## config.mk

```make
export PLATFORM = sky130hd
export DESIGN_NAME = gglc_rot_cell
export DESIGN_NICKNAME = d
export VERILOG_FILES = /design/src/sv/gglc_pkg.sv /design/src/sv/gglc_rot_cell.sv
export SDC_FILE = /design/constraint.sdc
export NUM_CORES = 1
export LEC_CHECK = 0
export ABC_AREA = 1
export BUFFER_PORTS_ARGS = -buffer_cell sky130_fd_sc_hd__buf_2
export CAP_MARGIN = 20
export CORE_ASPECT_RATIO = 1.2
export CORE_MARGIN = 1
export CORE_UTILIZATION = 50
export CTS_CLUSTER_DIAMETER = 80
export DETAILED_ROUTE_END_ITERATION = 6
export GPL_TIMING_DRIVEN = 1
export PLACE_DENSITY = 0.73
export SLEW_MARGIN = 20
export SYNTH_ARGS = -nofsm -noshare
export SYNTH_HDL_FRONTEND = slang
export SYNTH_SLANG_ARGS = --single-unit
```

## constraint.sdc

```tcl
create_clock -name clk -period 9.2 [get_ports clk]
set_clock_uncertainty 0.1 [all_clocks]
set_input_delay 0.92 -clock clk [delete_from_list [all_inputs] [get_ports clk]]
set_output_delay 0.92 -clock clk [all_outputs]
set_load 0.01 [all_outputs]
```

## src/sv/gglc_pkg.sv

```systemverilog
// ----------------------------------------------------------------------------
// gglc_pkg
// Types, widths and CORDIC angle constants for the latitude convert core.
// ----------------------------------------------------------------------------
`default_nettype none

package gglc_pkg;

  localparam int WORK_BITS       = 60;
  localparam int ANGLE_FRAC_BITS = 30;
  localparam int ROUND_SHIFT     = WORK_BITS - ANGLE_FRAC_BITS;
  localparam int XY_W            = 56;
  localparam int Z_W             = 64;
  localparam int LAT_W           = 32;
  localparam int LON_W           = 33;
  localparam int ALT_W           = 38;
  localparam int FLAT_W          = 32;
  localparam int K_W             = 33;
  localparam int TDATA_W         = 104;

  localparam logic [FLAT_W-1:0] FLAT_RESET = 32'd14400212;
  localparam logic signed [XY_W-1:0] START_MAG = XY_W'(64'd1 << 50);

  // working vector of one CORDIC cell
  typedef struct packed {
    logic signed [XY_W-1:0] x;
    logic signed [XY_W-1:0] y;
    logic signed [Z_W-1:0]  z;
  } cordic_t;

  // fields that ride along the chain
  typedef struct packed {
    logic                    op;
    logic                    zero;
    logic signed [LON_W-1:0] lon;
    logic signed [ALT_W-1:0] alt;
  } side_t;

  // restoring divide, elaboration time only
  function automatic logic [63:0] udiv64(input logic [63:0] num,
                                         input logic [63:0] den);
    logic [63:0] rem;
    logic [63:0] quo;
    rem = '0;
    quo = '0;
    for (int b = 63; b >= 0; b--) begin
      rem = {rem[62:0], num[b]};
      if (rem >= den) begin
        rem    = rem - den;
        quo[b] = 1'b1;
      end
    end
    return quo;
  endfunction

  // atan(1/n) at 2^-60 from the truncated alternating series
  function automatic logic signed [63:0] atan_inv(input logic [63:0] n);
    logic [63:0]        p;
    logic [63:0]        d;
    logic [63:0]        t;
    logic signed [63:0] sum;
    logic               neg;
    p   = udiv64(64'd1 << WORK_BITS, n);
    d   = 64'd1;
    sum = '0;
    neg = 1'b0;
    for (int j = 0; j < 32; j++) begin
      if (p != '0) begin
        t   = udiv64(p, d);
        sum = neg ? sum - signed'(t) : sum + signed'(t);
        neg = !neg;
        d   = d + 64'd2;
        p   = udiv64(udiv64(p, n), n);
      end
    end
    return sum;
  endfunction

  // step angle of a stage; stage 0 is pi/4 built as atan(1/2)+atan(1/3)
  function automatic logic signed [63:0] cordic_atan(input int stage);
    logic signed [63:0] a;
    if (stage == 0) begin
      a = atan_inv(64'd2) + atan_inv(64'd3);
    end else begin
      a = atan_inv(64'd1 << stage);
    end
    return a;
  endfunction

  localparam logic signed [Z_W-1:0] HALF_PI_W = signed'(cordic_atan(0) <<< 1);
  localparam logic signed [Z_W-1:0] LAT_LIMIT = HALF_PI_W >>> ROUND_SHIFT;

endpackage

`default_nettype wire

```

## src/sv/gglc_rot_cell.sv

```systemverilog
// ----------------------------------------------------------------------------
// gglc_rot_cell
// One rotation-mode CORDIC micro-rotation, registered.
// ----------------------------------------------------------------------------
`default_nettype none

module gglc_rot_cell import gglc_pkg::*; #(
  parameter int STAGE = 0
) (
  input  wire logic    clk,
  input  wire logic    rst,
  input  wire logic    ce,
  input  wire logic    in_valid,
  input  wire cordic_t in_data,
  input  wire side_t   in_side,
  output logic         out_valid,
  output cordic_t      out_data,
  output side_t        out_side
);

  localparam logic signed [Z_W-1:0] ANGLE = Z_W'(cordic_atan(STAGE));

  logic signed [XY_W-1:0] xs;
  logic signed [XY_W-1:0] ys;
  cordic_t                data_next;

  // drive residual angle toward zero
  always_comb begin
    xs = in_data.x >>> STAGE;
    ys = in_data.y >>> STAGE;
    if (in_data.z >= 0) begin
      data_next.x = in_data.x - ys;
      data_next.y = in_data.y + xs;
      data_next.z = in_data.z - ANGLE;
    end else begin
      data_next.x = in_data.x + ys;
      data_next.y = in_data.y - xs;
      data_next.z = in_data.z + ANGLE;
    end
  end

  always_ff @(posedge clk) begin
    if (rst) begin
      out_valid <= 1'b0;
    end else if (ce) begin
      out_valid <= in_valid;
    end
  end

  always_ff @(posedge clk) begin
    if (ce) begin
      out_data <= data_next;
      out_side <= in_side;
    end
  end

endmodule

`default_nettype wire

```

Yosys cells after proc, flatten, opt, wreduce, memory -nomap -nowiden

Cells that the tools add are included.
W data, S select, Z words.

Bits in registers: 250
Input port bits: 253
Output and inout port bits: 250
Word-level logic and storage cells: 15

$add $sub $neg: 5
Order comparisons: 1
Multiplexer cells: 1

Operators with widths:

| kind                     | number |
|---|---|
| $mux W176                | 1 |
| $sub A56 B56 Y56         | 2 |
| $add A64 B61 Y64 const B | 1 |
| $ge A64 B1 Y1 const B    | 1 |
| $sub A64 B61 Y64 const B | 1 |
| $add A56 B56 Y56         | 1 |

Longest topological paths before layout

Word-level depth: 2
Mapped depth: 17

Least setup slack after synthesis

OpenSTA, ideal clock, no wires.

Path kind: input-to-reg
Start point: input in_data[63] in the netlist's numbering
End point: register out_data[47] in the netlist's numbering (data pin)
Library setup time: 0.253 ns
Arrival: 3.818 ns
Data required time: 8.847 ns
Path slack: 5.029 ns
Cell stages on the path: 12
Buffers on the path: 2
Cell sequence: clkbuf_1 > inv_2 > clkbuf_1 > ha_1 > a21oi_1 > a21boi_0 > o21ai_0 > or2_2 > nand3_1 > nand3_1 > nand2_1 > nand2_1

RTL lines:

| element              | RTL line            | RTL |
|---|---|---|
| from (decl)          | gglc_rot_cell.sv:14 | `input wire cordic_t in_data,` |
| to (signal assigned) | gglc_rot_cell.sv:52 | `out_data <= data_next;` |
| to (decl)            | gglc_rot_cell.sv:17 | `output cordic_t out_data,` |

==> run_results.csv <==
group,metric,value,unit
outcome,status,"finished clean",
setup_path,r2r-start,"out_valid$_SDFFE_PP0P_",
setup_path,critPathArrivalTime,4330,ps
clocking,clk_latency,600,ps
logic_synthesis,synthFlopType,"edfxtp_1",
timing,min_period,4080,ps
global_routing,grt.overflow.total,0,
clocking,cts_sinks,249,
route,num_vias,30700,
logic_synthesis,yosys-top-cells-area,"edfxtp_1, nand2_1, inv_1",
clocking,post_cts_resize_count,0,
timing,fin_crit_sh,44.3,%
clocking,postCtsSetupRepairBufs,0,
route,drcViolationCount,0,
clocking,cts_hold_buf,0,
pwr,clockPowerShare,26.2,%
floorplanning,fp.dieW,216,µm
final_layout,drive_gt1_share,12.3,%
logic_synthesis,synth_edf_count,248,
global_routing,antenna_found_initial,11,
pwr,power.leakage,17.3,nW
logic_synthesis,synth.ff_latch_count,249,
logic_synthesis,yosysMostFrequentCell,"nand2_1",
timing,rsz0062_at_grt,"false",
logic_synthesis,netlist_instances,4455,
placed_design,place_area,30600,µm²
setup_path,slowest_stage,"buf_4",
route,vias_per_cell,5.43,
global_routing,first_global_vias,28800,
pwr,p_int,0.00260,W
final_layout,finalInstanceArea,31500,µm²
final_layout,layout.nets,5403,
pwr,power_frac_seq,33.9,%
pwr,p_sw,0.00184,W
route,wl,121,mm
setup_path,setup.worst_path.start,"in_data[63]",
hold_path,hp-class,"in2reg",
route,firstDrtPassIters,6,
setup_path,crit_end,"out_data[59]$_DFFE_PP_",
logic_synthesis,ys_seq_area_share,27.1,%
final_layout,area_growth,14.2,%
setup_path,startpoint_type,"primary input",
placed_design,gp_congestion,1.06,
setup_path,required,9460,ps
timing,setup_tns,0,ps
floorplanning,initial_core_util,51.0,%
placed_design,port_buffers,502,
timing,drv_slew,0,
clocking,path_clk_slew,60,ps
setup_path,worstPathCellList,"buf_4 -> buf_4 -> fa_1 -> nand3b_1 -> nand2_1 -> nand2_1 -> nand2_1 -> nand2_1 -> nand2_1 -> nand3_1 -> nand3_1 -> nand2_1 -> nand2_1 -> nand2_1 -> nand2_1",
global_routing,grt_usage,42.1,%
floorplanning,core-area,54100,µm²
timing,whs,379,ps
pwr,ir_worst_vdd,172,µV
global_routing,grt_max_degree,114,
setup_path,path_max_fanout,86,
timing,tightest_slew,1140,ps
logic_synthesis,ys_warn_count,0,
floorplanning,fp.dieArea,56100,µm²
global_routing,grt_pass1_wl,175,mm
pwr,power_density,141,nW/µm²
route,drtIter0Drc,2831,
route,wire_per_inst,21.4,µm
clocking,tritoncts.num_buffers,29,
timing,fmax,245,MHz
timing,finalHoldViolCount,0,
timing,fin_ws,5120,ps
setup_path,cp-end-kind,"register",
logic_synthesis,synth_top_area_share,27.0,%
setup_path,r2r_slack,8510,ps
setup_path,slowest_delay,890,ps
setup_path,worstRegToRegCells,2,
setup_path,r2r-end,"out_valid$_SDFFE_PP0P_",
clocking,clk_path_buf_depth,3,
timing,setup_viol,0,
logic_synthesis,async_flop_share,0,%
floorplanning,num_rows,93,
logic_synthesis,yosys-top-cells-count,"nand2_1, inv_1, nor2_1, nand3_1, a21oi_1",
floorplanning,ios,503,
logic_synthesis,ys_types,43,
setup_path,path_class,"in2reg",
setup_path,path_common_cell,"nand2_1",
hold_path,hold_path.startpoint,"rst",
route,ant_nets,0,
clocking,cts-root-buf,"clkbuf_16",
pwr,combPwrFrac,39.9,%
flow_run,cap_violations,0,
timing,maxSlewHeadroom,24.1,%
placed_design,dp_hpwl,103,mm
logic_synthesis,synthesis.nets,4940,
placed_design,dp_worst_setup_slack,4700,ps
logic_synthesis,yosysTopAreaCell,"edfxtp_1",
clocking,htreeDepth,1,
pwr,switching_share,41.3,%
clocking,cts_tree,"yes",
logic_synthesis,syn_area,27600,µm²
floorplanning,fp.dieH,259,µm
logic_synthesis,avgSynthCellArea,6.19,µm²
==> power by group through the flow <==
| stage | Combinational, W | Clock, W | Sequential (W) |
|---|---|---|---|
| after floorplan | 0.000952 | 0 | 0.00158 |
| after global placement | 0.00171 | 0 | 0.00152 |
| after detailed placement | 0.00172 | 0 | 0.00152 |
| after CTS | 0.00172 | 0.00118 | 0.00150 |
| after global routing | 0.00191 | 0.00121 | 0.00151 |
| final | 0.00177 | 0.00116 | 0.00151 |
==> through the flow <==
stage	utilization, %	power, W	instances
2_1_floorplan	-	0.00253	4455
3_3_place_gp	56.5	0.00324	5599
3_5_place_dp	56.5	0.00324	5599
4_1_cts	58.2	0.00441	5653
5_1_grt	58.2	0.00464	5655
6_report	58.3	0.00444	5659
==> state kept, by name (all words and copies together) (netlist names) <==
name and cells:
out_data 175, out_valid 1, out_side 73
==> cells by family after synthesis <==
family / after synthesis / synth area share [%]
flops: 249 / 27.1
simple gates: 2431 / 36.1
compound gates: 486 / 9.45
buf+inv: 964 / 13.8
fa+ha+maj: 232 / 10.6
mux: 6 / 0.218
xor+xnor: 87 / 2.76
==> worst max-delay path: cells and delay by family <==
kind,cells,cell delay (ps)
adder cells (fa/ha/maj),1,370
buffers and inverters,2,1340
AND/OR/NAND/NOR,12,1530
==> worst min-delay path by stage <==
stage	to	slack (ps)	cells after the start
6_report	out_valid$_SDFFE_PP0P_	380	2
3_3_place_gp	out_valid$_SDFFE_PP0P_	370	2
2_1_floorplan	out_valid$_SDFFE_PP0P_	430	2
5_1_grt	out_valid$_SDFFE_PP0P_	370	2
3_5_place_dp	out_valid$_SDFFE_PP0P_	410	2
4_1_cts	out_valid$_SDFFE_PP0P_	360	2
==> placed cells by master, fill, tap and decap left out, types with 3 or more instances in the layout <==
master      netlist  routed
nand4_1          68      68
a21boi_0          5       5
clkbuf_1         12       4
nor2_2           25      25
xor2_1           83      83
nor4_1            5       5
a21o_1            8       8
clkinv_4          0       3
and2_1            7       7
clkinvlp_4        0       6
o21bai_1         35      35
edfxtp_1        248     248
diode_2           0       6
o21a_1            6       6
nor3_2            8       8
o21ai_0         153     153
a21oi_1         258     258
inv_1           886     886
mux2i_1           6       6
nand2_2           8       8
o21ai_1           6       6
buf_2            19     500
fa_1              4       4
a31oi_1           3       3
or2_2             4       4
clkinv_1          0       3
nand3_1         320     320
clkbuf_16         0      29
nor2_1          375     375
buf_4            27       6
o211ai_1          6       6
nand2_1        1568    1568
ha_1            228     228
nor3_1           35      35
xnor2_1           4       4
clkinv_2          0       5
nand3_2           3       3
==> area by class of cell <==
cell class | instances | area, µm²
fill | 5582 | 22600
multi-input combinational | 3242 | 16300
sequential | 249 | 7470
inverter | 889 | 3340
timing repair buffer | 507 | 2560
tap | 712 | 891
clock buffer | 33 | 741
clock inverter | 21 | 188
antenna | 6 | 15.0
==> metal layers <==
layer	track usage [%]	up-vias	share of wire (%)
met1	45.5	13800	36
met5	0	-	0.053
met2	71.3	1654	46
met4	36.2	10	9.9
li1	-	14900	-
met3	7.48	441	8.4
Note: power is estimated with default switching activity, not from simulation.
