==> src/sv/gglc_pkg.sv <==
// ----------------------------------------------------------------------------
// gglc_pkg
// Types, widths and CORDIC angle constants for the latitude convert core.
// ----------------------------------------------------------------------------
`default_nettype none

package gglc_pkg;

  localparam int WORK_BITS       = 60;
  localparam int ANGLE_FRAC_BITS = 30;
  localparam int ROUND_SHIFT     = WORK_BITS - ANGLE_FRAC_BITS;
  localparam int XY_W            = 56;
  localparam int Z_W             = 64;
  localparam int LAT_W           = 32;
  localparam int LON_W           = 33;
  localparam int ALT_W           = 38;
  localparam int FLAT_W          = 32;
  localparam int K_W             = 33;
  localparam int TDATA_W         = 104;

  localparam logic [FLAT_W-1:0] FLAT_RESET = 32'd14400212;
  localparam logic signed [XY_W-1:0] START_MAG = XY_W'(64'd1 << 50);

  // working vector of one CORDIC cell
  typedef struct packed {
    logic signed [XY_W-1:0] x;
    logic signed [XY_W-1:0] y;
    logic signed [Z_W-1:0]  z;
  } cordic_t;

  // fields that ride along the chain
  typedef struct packed {
    logic                    op;
    logic                    zero;
    logic signed [LON_W-1:0] lon;
    logic signed [ALT_W-1:0] alt;
  } side_t;

  // restoring divide, elaboration time only
  function automatic logic [63:0] udiv64(input logic [63:0] num,
                                         input logic [63:0] den);
    logic [63:0] rem;
    logic [63:0] quo;
    rem = '0;
    quo = '0;
    for (int b = 63; b >= 0; b--) begin
      rem = {rem[62:0], num[b]};
      if (rem >= den) begin
        rem    = rem - den;
        quo[b] = 1'b1;
      end
    end
    return quo;
  endfunction

  // atan(1/n) at 2^-60 from the truncated alternating series
  function automatic logic signed [63:0] atan_inv(input logic [63:0] n);
    logic [63:0]        p;
    logic [63:0]        d;
    logic [63:0]        t;
    logic signed [63:0] sum;
    logic               neg;
    p   = udiv64(64'd1 << WORK_BITS, n);
    d   = 64'd1;
    sum = '0;
    neg = 1'b0;
    for (int j = 0; j < 32; j++) begin
      if (p != '0) begin
        t   = udiv64(p, d);
        sum = neg ? sum - signed'(t) : sum + signed'(t);
        neg = !neg;
        d   = d + 64'd2;
        p   = udiv64(udiv64(p, n), n);
      end
    end
    return sum;
  endfunction

  // step angle of a stage; stage 0 is pi/4 built as atan(1/2)+atan(1/3)
  function automatic logic signed [63:0] cordic_atan(input int stage);
    logic signed [63:0] a;
    if (stage == 0) begin
      a = atan_inv(64'd2) + atan_inv(64'd3);
    end else begin
      a = atan_inv(64'd1 << stage);
    end
    return a;
  endfunction

  localparam logic signed [Z_W-1:0] HALF_PI_W = signed'(cordic_atan(0) <<< 1);
  localparam logic signed [Z_W-1:0] LAT_LIMIT = HALF_PI_W >>> ROUND_SHIFT;

endpackage

`default_nettype wire

==> src/sv/gglc_vec_cell.sv <==
// ----------------------------------------------------------------------------
// gglc_vec_cell
// One vectoring-mode CORDIC micro-rotation, registered.
// ----------------------------------------------------------------------------
`default_nettype none

module gglc_vec_cell import gglc_pkg::*; #(
  parameter int STAGE = 0
) (
  input  wire logic    clk,
  input  wire logic    rst,
  input  wire logic    ce,
  input  wire logic    in_valid,
  input  wire cordic_t in_data,
  input  wire side_t   in_side,
  output logic         out_valid,
  output cordic_t      out_data,
  output side_t        out_side
);

  localparam logic signed [Z_W-1:0] ANGLE = Z_W'(cordic_atan(STAGE));

  logic signed [XY_W-1:0] xs;
  logic signed [XY_W-1:0] ys;
  cordic_t                data_next;

  // drive y toward zero, accumulate the angle
  always_comb begin
    xs = in_data.x >>> STAGE;
    ys = in_data.y >>> STAGE;
    if (in_data.y >= 0) begin
      data_next.x = in_data.x + ys;
      data_next.y = in_data.y - xs;
      data_next.z = in_data.z + ANGLE;
    end else begin
      data_next.x = in_data.x - ys;
      data_next.y = in_data.y + xs;
      data_next.z = in_data.z - ANGLE;
    end
  end

  always_ff @(posedge clk) begin
    if (rst) begin
      out_valid <= 1'b0;
    end else if (ce) begin
      out_valid <= in_valid;
    end
  end

  always_ff @(posedge clk) begin
    if (ce) begin
      out_data <= data_next;
      out_side <= in_side;
    end
  end

endmodule

`default_nettype wire

==> config.mk <==
export PLATFORM = sky130hd
export DESIGN_NAME = gglc_vec_cell
export DESIGN_NICKNAME = d
export VERILOG_FILES = /design/src/sv/gglc_pkg.sv /design/src/sv/gglc_vec_cell.sv
export SDC_FILE = /design/constraint.sdc
export NUM_CORES = 1
export LEC_CHECK = 0
export BUFFER_PORTS_ARGS = -buffer_cell sky130_fd_sc_hd__buf_2
export CAP_MARGIN = 20
export CORE_ASPECT_RATIO = 0.9
export CORE_MARGIN = 2
export CORE_UTILIZATION = 40
export CTS_CLUSTER_DIAMETER = 200
export CTS_CLUSTER_SIZE = 14
export DETAILED_ROUTE_END_ITERATION = 12
export PLACE_DENSITY = 0.72
export SYNTH_ARGS = -nofsm -noshare
export SYNTH_HDL_FRONTEND = slang
export SYNTH_SLANG_ARGS = --single-unit
==> constraint.sdc <==
create_clock -name clk -period 6 [get_ports clk]
set_clock_uncertainty 0.15 [all_clocks]
set_input_delay 0.9 -clock clk [delete_from_list [all_inputs] [get_ports clk]]
set_output_delay 0.9 -clock clk [all_outputs]
set_load 0.05 [all_outputs]
# Yosys cells after proc, flatten, opt, wreduce, memory -nomap -nowiden

Cells that the tools add are included.

Muxes and demuxes: 1
Add/subtract/negate cells: 5
$lt $le $gt $ge: 1

Operators by type and width:

| kind                                                                   | count |
|---|---|
| 176-bit two-way mux                                                    | 1 |
| 56-bit subtractor                                                      | 2 |
| 64-bit by 61-bit adder with 64-bit output, second input constant       | 1 |
| 64-bit by 61-bit subtractor with 64-bit output, second input constant  | 1 |
| 56-bit adder                                                           | 1 |
| 56-bit by 1-bit >= comparator with 1-bit output, second input constant | 1 |

Register bits: 250
Output and inout port bits: 250

# Depth between registers and ports, before layout

Gate-level depths: netlist of the first run.

Word-level depth: 2
Mapped depth: 22
Gate-level depth less buffers: 13

# Worst setup path before layout of the first run

No wires, ideal clock.

Path type: input to register
Start: input port in_data[119] (netlist name)
End: register out_data[53] (netlist name) (data pin)
Setup slack: 0.510 ns
Cell stages on the path: 22
Path buffers: 10
Data arrival time: 5.074 ns
Path through: buf_6 -> buf_6 -> inv_2 -> buf_2 -> buf_2 -> buf_2 -> buf_2 -> buf_2 -> buf_1 -> buf_2 -> ha_1 -> clkbuf_1 -> a221o_1 -> a31oi_1 -> nor3_2 -> o211ai_1 -> nand3_2 -> a21oi_4 -> nor2_2 -> or3_4 -> o211ai_2 -> xor2_1

RTL lines:

| what                   | line                | RTL |
|---|---|---|
| start: declaration     | gglc_vec_cell.sv:14 | `input wire cordic_t in_data,` |
| end signal: assignment | gglc_vec_cell.sv:52 | `out_data <= data_next;` |
| end: declaration       | gglc_vec_cell.sv:17 | `output cordic_t out_data,` |

==> metrics.yaml, run 1 <==
clockRootBuffer: "clkbuf_16"
grt_usage: 0.2470
nNetsFinal: 3413
slew_headroom: 0.2623
yosys_warnings: 0
place_inst: 3703
tns_ns: 0
dr.pass1.iters: 6
grt_overflow_total: 0
end_kind: "flop"
die_area_sq_um: 58080
cts_setup_buffers: 0
syn_to_final_growth_pct: 15.51
routabilityCongestion: 0.9859
first_iter_violations: 2446
cts_buffer_depth: 3
ys_types: 109
postRouteAntennaNets: 0
status: "complete, no violations"
ys_seq_area_frac: 0.3323
port_buffers: 502
hold_path_class: "reg2reg"
ios: 503
initial_core_util: 0.4040
synthesis.instances: 2585
final_area_sq_um: 25950
fin_crit_sh: 0.7310
synth_edf_count: 248
die_width_um: 253.8
rsz0062_at_grt: "no"
p_leak_nw: 10.93
place_ws_ns: 1.276
worstPathMaxFanout: 14
crit_required_ns: 6.16
syn_area_sq_um: 22470
period_needed_ns: 4.386
antenna_found_initial: 8
seq_area_sq_um: 7467
cts_tree: "built"
combPwrFrac: 0.443
peakVddDrop_uv: 207.8
clk_pin_slew_ns: 0.07
numCtsBuffers: 21
power_density_nw_per_um2: 249.8
utilization: 0.4667
clock_sinks: 249
finalHoldViolations: 0
p_switching_mw: 2.806
grt_pass1_wl_mm: 114.2
drv_slew: 0
finalWirelength_mm: 75.70
intPower_mw: 3.677
grt_max_degree: 116
timing_worst_slew_pin_value_ns: 1.092
final_layout_size_suffix_gt1_frac: 0.2038
placed_area_sq_um: 25360
die_h_um: 228.8
place.detailed.hpwl_mm: 58.90
vias: 21595
synth.net_count: 3028
h-tree-depth: 1
cp-start-kind: "primary input"
swShare: 0.4328
final_cell_mix: "buf_2 (500), a21oi_1 (292), edfxtp_1 (248)"
finalPower_mw: 6.483
worstSetupPathType: "in2reg"
clkPwrFrac: 0.200
worst_hold_slack_ns: 0.3621
async_flop_share: 0
rows: 82
max_freq_ghz: 0.2280
syn_avg_cell_area_sq_um: 8.692
core-area_sq_um: 55610
clk_latency_ns: 0.53
fin_cells: 3742
fillers: 5470
ctsResizeCount: 0
cts_hold_buf: 0
grt_pass1_vias: 20086
multiInputGateArea_sq_um: 13560
layout_commonest_cell: "buf_2"
ys_ff_latch: 249
synth-main-ff-cell: "edfxtp_1"
crit_arrival_ns: 4.55
cap_viol_max_count: 0
drc: 0
layout_setup_ws_ns: 1.614
drt-wirelength-per-cell_um: 20.23
via_per_inst: 5.771
setup_viol: 0
pwr-share-seq: 0.358
synth_stat cells (36+ instances only):
master      n  area share
edfxtp_1  248        0.33
buf_2      36      0.0080
a21o_1     53       0.018
inv_1     191       0.032
o21bai_1   61       0.020
nand2_1   178       0.030
ha_1      187        0.10
a21oi_1   292       0.065
xnor2_1   156       0.061
nor2_1    208       0.035
clkbuf_1   76       0.013
nor3_1     49       0.011
o21ai_0   160       0.036
xor2_1     42       0.016
kinds of logic after synthesis:
group | Yosys count | share of synthesized area
AO/OA/AOI/OAI | 880 | 0.2538
XOR/XNOR | 199 | 0.07791
adder cells (fa/ha/maj) | 194 | 0.1086
buffers and inverters | 352 | 0.06399
flip-flops | 249 | 0.3323
multiplexers | 32 | 0.01437
AND/OR/NAND/NOR | 679 | 0.1490
critical path: stages:
cell and delay [ns]:
buf_2 0.11, inv_1 0.05, ha_1 0.50, a21o_1 0.29, or2_2 0.29, o21ai_0 0.56
a21o_1 0.26, a21oi_1 0.16, a21oi_1 0.65, o21ai_0 0.25, a2111oi_1 0.54
registers in the layout, indices dropped and copies added, names as in the netlist:
signal,flops
out_data,175
out_side,73
out_valid,1
path summary, 6_finish.rpt:
path | start | end | slack [ns] | depth (start not counted)
setup / recovery | in_data[70] | out_data[105]$_DFFE_PP_ | 1.61 | 11
setup reg to reg | out_valid$_SDFFE_PP0P_ | out_valid$_SDFFE_PP0P_ | 5.25 | 2
hold / removal | out_valid$_SDFFE_PP0P_ | out_valid$_SDFFE_PP0P_ | 0.36 | 2
hold reg to reg | out_valid$_SDFFE_PP0P_ | out_valid$_SDFFE_PP0P_ | 0.36 | 2
final cells by class:
class | count | share of cell area
Timing Repair Buffer | 513 | 0.1012
Clock buffer | 30 | 0.02155
Sequential cell | 249 | 0.2877
Tap cell | 756 | 0.03645
Antenna cell | 7 | 0.0006750
Inverter | 201 | 0.02926
Multi-Input combinational cell | 1984 | 0.5226
Clock inverter | 2 | 0.0005303
per-layer routing:
layer	track usage	share of wire	vias up
met4	0.06581	0.033	4
li1	-	-	10181
met5	0	0.00038	-
met3	0.05546	0.11	163
met1	0.3291	0.41	10117
met2	0.4021	0.45	1130
power by group through the flow:
stage               registers [mW]  logic, mW  clock network (mW)
floorplan                     3.19       1.21                   0
global placement              2.35       2.82                   0
detailed placement            2.35       2.82                   0
CTS                           2.32       2.84                1.35
global route                  2.34       3.04                1.39
finish                        2.32       2.87                1.29
Power figures use the tool's default switching activity.
==> run 2: changes to the inputs <==
Clock period 6 ns to 4.5 ns, I/O delays scaled along.
==> metrics.yaml, run 2 (synthesis gave the netlist of run 1 again) <==
max_freq_ghz: 0.2546
tns_ns: 0
clk_latency_ns: 0.53
p_leak_nw: 11.30
hold_depth: 1
syn_to_final_growth_pct: 18.23
antenna_found_initial: 16
cts_tree: "built"
via_per_inst: 5.729
cts_setup_buffers: 0
rows: 82
clockRootBuffer: "clkbuf_16"
die_h_um: 228.8
drc: 0
postRouteAntennaNets: 0
met3WireLength_mm: 8.318
grt_usage: 0.2549
dr.pass1.iters: 6
route.met2.wl_mm: 34.82
rsz0062_at_grt: "no"
h-tree-depth: 1
met1_length_mm: 32.27
clock_sinks: 249
top_regs: "out_data (175), out_side (73), out_valid (1)"
ctsResizeCount: 0
core-area_sq_um: 55610
regMostFlops: "out_data"
slew_headroom: 0.3627
cap_viol_max_count: 0
finalHoldViolations: 0
grt_pass1_wl_mm: 117.1
placed_area_sq_um: 25970
drt-wirelength-per-cell_um: 20.45
setup_viol: 0
drv_slew: 0
die_area_sq_um: 58080
die_width_um: 253.8
utilization: 0.4777
routabilityCongestion: 1.006
ios: 503
layout_commonest_cell: "buf_2"
peakVddDrop_uv: 309.5
finalWirelength_mm: 78.05
port_buffers: 502
status: "complete, no violations"
worstPathMaxFanout: 10
grt_max_degree: 106
final_layout_size_suffix_gt1_frac: 0.2231
vias: 21862
final_cell_mix: "buf_2 (500), a21oi_1 (292), edfxtp_1 (248)"
cts_buffer_depth: 3
fillers: 5357
worst_hold_slack_ns: 0.1394
fin_crit_sh: 0.8728
cts_hold_buf: 0
crit_required_ns: 4.64
end_kind: "flop"
crit_arrival_ns: 4.07
numCtsBuffers: 21
largest_reg_flops: 175
power_density_nw_per_um2: 330.5
grt_overflow_total: 0
final_area_sq_um: 26560
clk_pin_slew_ns: 0.08
top_layer_used: "met5"
first_iter_violations: 2220
grt_pass1_vias: 20390
initial_core_util: 0.4040
worstSetupPathType: "in2reg"
cp-start-kind: "primary input"
nNetsFinal: 3486
hold_path_class: "in2reg"
place.detailed.hpwl_mm: 61.72
reg2reg_depth: 2
period_needed_ns: 3.928
timing_worst_slew_pin_value_ns: 0.9560
run 2: worst paths after layout:
| check | start | endpoint | slack (ns) |
|---|---|---|---|
| max | in_data[75] | out_data[113]$_DFFE_PP_ | 0.57 |
| min | in_side[67] | out_side[67]$_DFFE_PP_ | 0.14 |
| max reg2reg | out_valid$_SDFFE_PP0P_ | out_valid$_SDFFE_PP0P_ | 3.76 |
| min reg2reg | out_valid$_SDFFE_PP0P_ | out_valid$_SDFFE_PP0P_ | 0.36 |
run 2: report_power, final:
part	total [mW]	switching [mW]	internal, mW
sequential	3.10	0.114	2.98
clock	1.74	0.880	0.860
combinational	3.94	2.81	1.14
total	8.78	3.80	4.98
run 2: final cells by class:
type | instances | area [sq um] | share of cell area
multi-input combinational | 1984 | 13570 | 0.5110
clock buffer | 30 | 559.3 | 0.02105
timing repair buffer | 586 | 3224 | 0.1214
inverter | 201 | 759.5 | 0.02859
tap | 756 | 945.9 | 0.03561
antenna | 8 | 20.02 | 0.0007536
sequential | 249 | 7467 | 0.2811
clock inverter | 2 | 13.76 | 0.0005181
run 2: critical path: stages:
cell and delay [ns]:
buf_2 0.12, inv_1 0.05, ha_1 0.47, o21ai_0 0.17
a2111oi_0 0.74, nand2_1 0.12, a21o_1 0.23, a21oi_1 0.33
a21oi_1 0.14, buf_4 0.20, o31ai_1 0.36, a211o_1 0.20
o21ai_1 0.08, xnor2_1 0.16
run 2: stage by stage:
stage                     setup WS, ns  cells  total power [mW]
after global placement          0.1661   3776             7.004
after detailed placement        0.1011   3776             7.013
final                           0.5722   3816             8.778
after CTS                       0.6795   3808             8.770
after global routing            0.3499   3810             9.143
after floorplan               0.005643   2585             5.875
run 2: metal layers:
layer  vias to the layer above  GRT usage
li1                      10315          -
met1                     10221     0.3352
met2                      1160     0.4060
met3                       150    0.06913
met4                        16    0.07923
met5                         -          0
==> run 3: changes to the inputs <==
Settings changed: PLACE_DENSITY 0.72 to 0.74.
Clock period 4.5 ns to 3.5 ns, I/O delays scaled along.
==> metrics.yaml, run 3 (synthesis gave the netlist of run 1 again) <==
status: "complete, no violations"
slew_headroom: 0.5761
cts_buffer_depth: 3
dr.pass1.iters: 6
nNetsFinal: 3986
multiInputGateArea_sq_um: 13750
peakVddDrop_uv: 372.1
r2r_slack_ns: 2.74
top_regs: "out_data (175), out_side (73), out_valid (1)"
max_freq_ghz: 0.2898
cp-start-kind: "primary input"
die_width_um: 253.8
grt_pass1_wl_mm: 132.3
final_layout_size_suffix_gt1_frac: 0.3218
ios: 503
syn_to_final_growth_pct: 36.47
cts_tree: "built"
cap_viol_max_count: 0
timing.rr.start: "out_valid$_SDFFE_PP0P_"
drc: 0
die_area_sq_um: 58080
via_per_inst: 5.642
p_leak_nw: 13.70
final_cell_mix: "buf_4 (510), buf_2 (500), a21oi_1 (284)"
fin_crit_sh: 0.9858
regMostFlops: "out_data"
grt_usage: 0.2908
die_h_um: 228.8
timing_worst_slew_pin_value_ns: 0.6359
hp-start: "in_side[65]"
core-area_sq_um: 55610
rows: 82
fin_cells: 4315
worstSetupPathType: "in2reg"
worst_hold_slack_ns: 0.03168
finalPower_mw: 12.18
numCtsBuffers: 21
period_needed_ns: 3.450
rsz0062_at_grt: "yes"
clk_latency_ns: 0.55
grt_pass1_vias: 23420
setup_viol: 0
clock_sinks: 249
power_density_nw_per_um2: 397.4
crit_required_ns: 3.68
drt-wirelength-per-cell_um: 20.54
place.detailed.hpwl_mm: 68.73
worstPathMaxFanout: 4
grt_overflow_total: 0
port_buffers: 502
reg2reg_depth: 2
first_iter_violations: 2412
postRouteAntennaNets: 0
vias: 24345
grt_max_degree: 77
layout_commonest_cell: "buf_4"
finalHoldViolations: 0
clk_pin_slew_ns: 0.09
largest_reg_flops: 175
hold_path_class: "in2reg"
place_inst: 4206
hold_depth: 1
clockRootBuffer: "clkbuf_16"
crit_arrival_ns: 3.63
fillers: 5008
min_to: "out_side[65]$_DFFE_PP_"
utilization: 0.5514
r2r_end: "out_valid$_SDFFE_PP0P_"
seq_area_sq_um: 7467
antenna_found_initial: 16
routabilityCongestion: 1.014
initial_core_util: 0.4040
drv_slew: 0
end_kind: "flop"
h-tree-depth: 1
finalWirelength_mm: 88.63
run 3: cell types whose count changed in the layout (fill, tap and decap cells not counted), sizes merged:
| cell | change |
|---|---|
| buf | +431 |
| dlygate4sd3 | +69 |
| diode | -1 |
run 3: final cells by class:
type                    instances  share of cell area
well taps                     756             0.03085
multi-input cells            1984              0.4484
clock buffers                  30             0.01824
flip-flops and latches        249              0.2435
repair buffers               1086              0.2332
clock inverters                 2           0.0004489
inverters                     201             0.02477
diodes                          7           0.0005713
run 3: critical path: stages:
cell,delay [ns]
buf_2,0.11
ha_1,0.21
inv_1,0.09
fa_1,0.23
o21bai_2,0.09
a221oi_2,0.30
o211a_1,0.23
or3_1,0.16
a31oi_1,0.12
buf_4,0.17
a2111o_2,0.53
a211oi_2,0.41
o21ai_1,0.17
a21oi_1,0.21
xnor2_1,0.08
run 3: through the flow:
step	worst slack, ns	TNS, ns	area [sq um]
detailed placement	-0.5689	-23.91	29280
global placement	-0.4894	-20.17	29280
CTS	0.02757	0	30540
finish	0.04984	0	30660
global route	-0.04810	-0.08001	30660
floorplan	-0.7336	-14.23	22690
run 3: repair_timing:
action	in CTS	in global routing
gates resized for setup	0	21
hold buffers	69	0
setup buffers	0	1
setup endpoints to repair	0	29
hold endpoints to repair	69	0
run 3: worst max path at each step:
| stage | from | end | slack, ns | cells past startpoint |
|---|---|---|---|---|
| 2_1_floorplan | in_data[119] | out_data[53]$_DFFE_PP_ | -0.73 | 22 |
| 3_5_place_dp | in_data[71] | out_data[171]$_DFFE_PP_ | -0.57 | 14 |
| 6_report | in_data[64] | out_data[118]$_DFFE_PP_ | 0.05 | 15 |
| 4_1_cts | in_data[71] | out_data[171]$_DFFE_PP_ | 0.03 | 14 |
| 5_1_grt | in_data[78] | out_data[105]$_DFFE_PP_ | -0.05 | 15 |
| 3_3_place_gp | in_data[76] | out_data[105]$_DFFE_PP_ | -0.49 | 15 |
run 3: routing by layer:
metal / GRT usage / up-vias / part of all wire
li1: - / 11304 / -
met1: 0.3799 / 11423 / 0.40
met2: 0.4678 / 1350 / 0.45
met3: 0.06377 / 248 / 0.11
met4: 0.1116 / 20 / 0.044
met5: 0 / - / 0.0013
run 3: power breakdown:
group,switching (mW),internal (mW),leakage [nW]
registers,0.176,3.83,2.44
clock network,1.25,1.11,0.278
logic,3.81,2.01,11.0
